### config.mk
export PLATFORM = sky130hd
export DESIGN_NAME = pbt_ctrl
export DESIGN_NICKNAME = d
export VERILOG_FILES = /design/src/pbt_pkg.sv /design/src/pbt_ctrl.sv
export SDC_FILE = /design/constraint.sdc
export NUM_CORES = 1
export LEC_CHECK = 0
export BUFFER_PORTS_ARGS = -buffer_cell sky130_fd_sc_hd__buf_2
export CORE_AREA = 2 2 39 41
export DETAILED_ROUTE_END_ITERATION = 10
export DIE_AREA = 0 0 41 43
export GPL_ROUTABILITY_DRIVEN = 0
export GPL_TIMING_DRIVEN = 0
export PLACE_DENSITY = 0.49
export SYNTH_ARGS = -nofsm -noshare
export SYNTH_HDL_FRONTEND = slang
export SYNTH_SLANG_ARGS = --single-unit
### constraint.sdc
create_clock -name clk -period 1.5 [get_ports clk]
set_input_delay 0.075 -clock clk [delete_from_list [all_inputs] [get_ports clk]]
set_output_delay 0.075 -clock clk [all_outputs]
set_load 0.005 [all_outputs]
### src/pbt_pkg.sv
// Shared constants, request codes and controller/datapath interface types.
package pbt_pkg;

    localparam int MAX_PIECES_DEF = 65536;

    localparam int NUM_PIECES_W  = 17;
    localparam int PIECE_BYTES_W = 25;
    localparam int TOTAL_BYTES_W = 40;
    localparam int CFG_DATA_W    = 40;
    localparam int CFG_INDEX_W   = 2;
    localparam int REQ_W         = 2;
    localparam int PIECE_W       = 16;
    localparam int BYTE_IDX_W    = 13;
    localparam int COUNT_W       = 17;
    localparam int PICK_W        = 17;
    localparam int USED_W        = 15;
    localparam int PROD_W        = COUNT_W + PIECE_BYTES_W;

    // request codes
    localparam logic [REQ_W-1:0] REQ_MARK = 2'd0;
    localparam logic [REQ_W-1:0] REQ_NEED = 2'd1;
    localparam logic [REQ_W-1:0] REQ_SCAN = 2'd2;

    // configuration register indexes
    localparam logic [CFG_INDEX_W-1:0] CFG_NUM_PIECES  = 2'd0;
    localparam logic [CFG_INDEX_W-1:0] CFG_PIECE_BYTES = 2'd1;
    localparam logic [CFG_INDEX_W-1:0] CFG_TOTAL_BYTES = 2'd2;

    localparam logic [NUM_PIECES_W-1:0]  NUM_PIECES_RST  = 17'd1;
    localparam logic [PIECE_BYTES_W-1:0] PIECE_BYTES_RST = 25'd262144;
    localparam logic [TOTAL_BYTES_W-1:0] TOTAL_BYTES_RST = 40'd0;

    localparam logic [PICK_W-1:0] PICK_NONE = 17'h1FFFF;

    typedef struct packed {
        logic capture;
        logic update;
        logic mult;
        logic finish;
        logic clear_step;
    } pbt_cmd_t;

    typedef struct packed {
        logic clear_last;
        logic map_reset;
    } pbt_status_t;

endpackage

### src/pbt_ctrl.sv
// Request sequencer: map clearing pass, then capture, update, multiply, report.
module pbt_ctrl (
    input  logic                 clk,
    input  logic                 rst_n,
    input  logic                 start,
    input  pbt_pkg::pbt_status_t status,
    output pbt_pkg::pbt_cmd_t    cmd,
    output logic                 busy,
    output logic                 done
);
    import pbt_pkg::*;

    typedef enum logic [4:0] {
        ST_CLEAR = 5'b00001,
        ST_IDLE  = 5'b00010,
        ST_UPD   = 5'b00100,
        ST_MUL   = 5'b01000,
        ST_OUT   = 5'b10000
    } state_t;

    state_t state_reg;
    state_t state_next;
    logic   done_reg;

    always_comb
    begin
        state_next = state_reg;
        if (status.map_reset)
        begin
            // restart the sweep on a new piece count
            state_next = ST_CLEAR;
        end
        else
        begin
            unique case (state_reg)
                ST_CLEAR: if (status.clear_last) state_next = ST_IDLE;
                ST_IDLE:  if (start) state_next = ST_UPD;
                ST_UPD:   state_next = ST_MUL;
                ST_MUL:   state_next = ST_OUT;
                ST_OUT:   state_next = ST_IDLE;
                default:  state_next = ST_CLEAR;
            endcase
        end
    end

    always_ff @(posedge clk or negedge rst_n)
    begin
        if (!rst_n)
        begin
            state_reg <= ST_CLEAR;
            done_reg  <= 1'b0;
        end
        else
        begin
            state_reg <= state_next;
            done_reg  <= (state_reg == ST_OUT);
        end
    end

    always_comb
    begin
        cmd.capture    = (state_reg == ST_IDLE) && start;
        cmd.update     = (state_reg == ST_UPD);
        cmd.mult       = (state_reg == ST_MUL);
        cmd.finish     = (state_reg == ST_OUT);
        cmd.clear_step = (state_reg == ST_CLEAR);
    end

    assign busy = (state_reg != ST_IDLE);
    assign done = done_reg;

endmodule

==> results.cfg <==
[setup_path]
setup.worst_path.class = register to output port
cp.required_ns = 1.42
crit_slowest_cell = dfrtp_2
path_buf_inv = 1
cp-start-kind = register
cp.arrival_ns = 1.37
cpPeakStageDelay_ns = 0.45
crit_fanout = 9
path_delay_family = simple AND/OR/NAND/NOR gates
end_kind = output port
crit_chain = or3_4 > nor3b_2 > buf_2

[cells_and_area]
final_common_cell = buf_2
n_antenna_cell = 0
nFillCells = 157
final_cell_mix = buf_2 (11), inv_1 (4), dfrtp_1 (4), nor2_1 (3), clkbuf_4 (3)
synthToLayoutAreaGrowth_pct = 38.46
largest_register_ff_count = 5
fin_util = 0.3580
fin_cells = 69
stdcell_area_um2 = 495.5
final_net_count = 59
drive_gt1_frac = 0.4340

[clocking]
clock-root-buffer = clkbuf_4
cts.reportedPaths.clkPinSlew_ns = 0.05
htreeDepth = 1
clock_sinks = 6
clockBufferDepth = 2
clk-insertion-delay-late_ns = 0.24
cts_buffers = 3
cts_tree = built

[floorplan]
rows = 14
die_height_um = 43
fp.dieArea_mm2 = 0.001763
core_mm2 = 0.001384
start_util = 0.2586
die_w_um = 41
ios = 12

[routing]
ant_nets = 0
drt_iter0_drc = 0
num_vias = 316
dr.pass1.iters = 1
post_drt_wl_per_cell_um = 10.96
finalWirelength_um = 756
avgViaCountPerCell = 4.580
drc = 0

[global_route]
first_global_vias = 295
gr-usage-all-layers = 0.1007
grt_overflow = 0
grt_max_degree = 10
antenna_found_initial = 0
grt_pass1_wl_um = 1207

[hold_path]
hold_class = input port to asynchronous set/reset pin

[sta]
rsz0062_at_grt = yes
maxSlewHeadroom = 0.8184
slew_viol_final = 0
hold_viol = 0
worst_slack_ns = 0.05058
finalSetupViolations = 0
fin_worst_skew_ns = 0.008364
max_freq_mhz = 689.9
fin_crit_ns = 1.449
worst_pin_slew_ns = 0.2681
min_period_over_period = 0.9663

[placement]
dp_cells = 61
place_area_um2 = 432.9
place_ws_ns = 0.07509
io_buffers = 11
dp_hpwl_um = 558.1

[yosys]
synth_cell_types = 21
ys_seq_elements = 6
netlist_instances = 34
ys_seq_area_frac = 0.4231
synth_area_um2 = 357.8
synthAdderAreaFrac = 0
synthMuxAreaShare = 0
synth_compound_area_frac = 0.1748
syn_area_per_cell_um2 = 10.52
synthXorXnorAreaFrac = 0
ys_warn_count = 0
yosys.area_share.simple = 0.3287
synth_fp_nets = 39
synth_top_family_by_area = simple AND/OR/NAND/NOR gates

[run]
maxCapViolations = 0

[run_status]
status = finished, final reports clean

[pwr]
p_leak_nw = 0.2565
ir_drop_uv = 245.8
p_per_area_mw_per_mm2 = 991.1
==> where the power goes <==
| group | internal [mW] | switching [mW] | total, mW |
|---|---|---|---|
| clock | 0.101 | 0.0573 | 0.158 |
| combinational | 0.0753 | 0.0642 | 0.140 |
| sequential | 0.179 | 0.0148 | 0.193 |
==> layout make-up <==
| cell class | count | area, µm² | area share |
|---|---|---|---|
| Multi-Input combinational cell | 23 | 180.2 | 0.3636 |
| Sequential cell | 6 | 152.6 | 0.3081 |
| Timing Repair Buffer | 15 | 90.09 | 0.1818 |
| Clock buffer | 4 | 26.28 | 0.05303 |
| Tap cell | 16 | 20.02 | 0.04040 |
| Inverter | 4 | 15.01 | 0.03030 |
| Buffer | 1 | 11.26 | 0.02273 |
==> cell families after synthesis <==
family,after synthesis
buffers and inverters,5
AOI/OAI and AO/OA,6
DFF,6
and+or+nand+nor,17
==> routing by layer <==
layer | vias to the layer above | share of wire | GRT usage
li1 | 164 | - | -
met1 | 147 | 0.40 | 0.1136
met2 | 5 | 0.57 | 0.1750
met3 | 0 | 0.036 | 0
met4 | 0 | 0 | 0.06000
met5 | - | 0 | 0
==> per-stage QoR <==
stage,hold WS [ns],total power [mW],setup TNS [ns]
after floorplan,-0.2206,0.2915,0
after global placement,-0.09529,0.3284,0
after detailed placement,-0.09546,0.3282,0
after CTS,0.1807,0.4928,0
after global routing,0.2111,0.5231,-0.02044
final,0.1816,0.4910,0
==> synthesized netlist by cell type <==
| cell | count | area share |
|---|---|---|
| dfrtp_1 | 5 | 0.35 |
| inv_1 | 4 | 0.042 |
| nor2_1 | 3 | 0.031 |
| and2_1 | 2 | 0.035 |
| nand3b_1 | 2 | 0.042 |
| nor3_1 | 2 | 0.028 |
| o21ai_0 | 2 | 0.028 |
| a31o_1 | 1 | 0.024 |
| and2b_1 | 1 | 0.021 |
| and2b_4 | 1 | 0.028 |
| and4_1 | 1 | 0.024 |
| buf_6 | 1 | 0.031 |
| dfstp_2 | 1 | 0.073 |
| nand3_1 | 1 | 0.014 |
| nor3b_1 | 1 | 0.021 |
| nor3b_2 | 1 | 0.035 |
| nor4_1 | 1 | 0.017 |
| o311ai_0 | 1 | 0.024 |
| o31ai_1 | 1 | 0.021 |
| o41ai_4 | 1 | 0.077 |
| or3_4 | 1 | 0.031 |
==> path summary, 6_finish.rpt <==
path,from,endpoint,slack (ns),depth (start not counted)
max reg2reg,state_reg[0]$_DFFE_PN1P_,state_reg[0]$_DFFE_PN1P_,0.15,4
min in group clk,status[1],state_reg[0]$_DFFE_PN1P_,0.21,3
max in group asynchronous,rst_n,state_reg[0]$_DFFE_PN1P_,1.09,2
max,state_reg[1]$_DFFE_PN0P_,cmd[3],0.05,3
min reg2reg,state_reg[3]$_DFFE_PN0P_,state_reg[1]$_DFFE_PN0P_,0.51,1
min,rst_n,state_reg[3]$_DFFE_PN0P_,0.18,2
==> what timing repair did <==
item,CTS,global route
hold buffers,2,0
gates resized for setup,0,2
setup endpoints to repair,1,2
hold endpoints to repair,7,0
buffers inserted,1,1
Note: power is estimated with default switching activity, not from simulation.
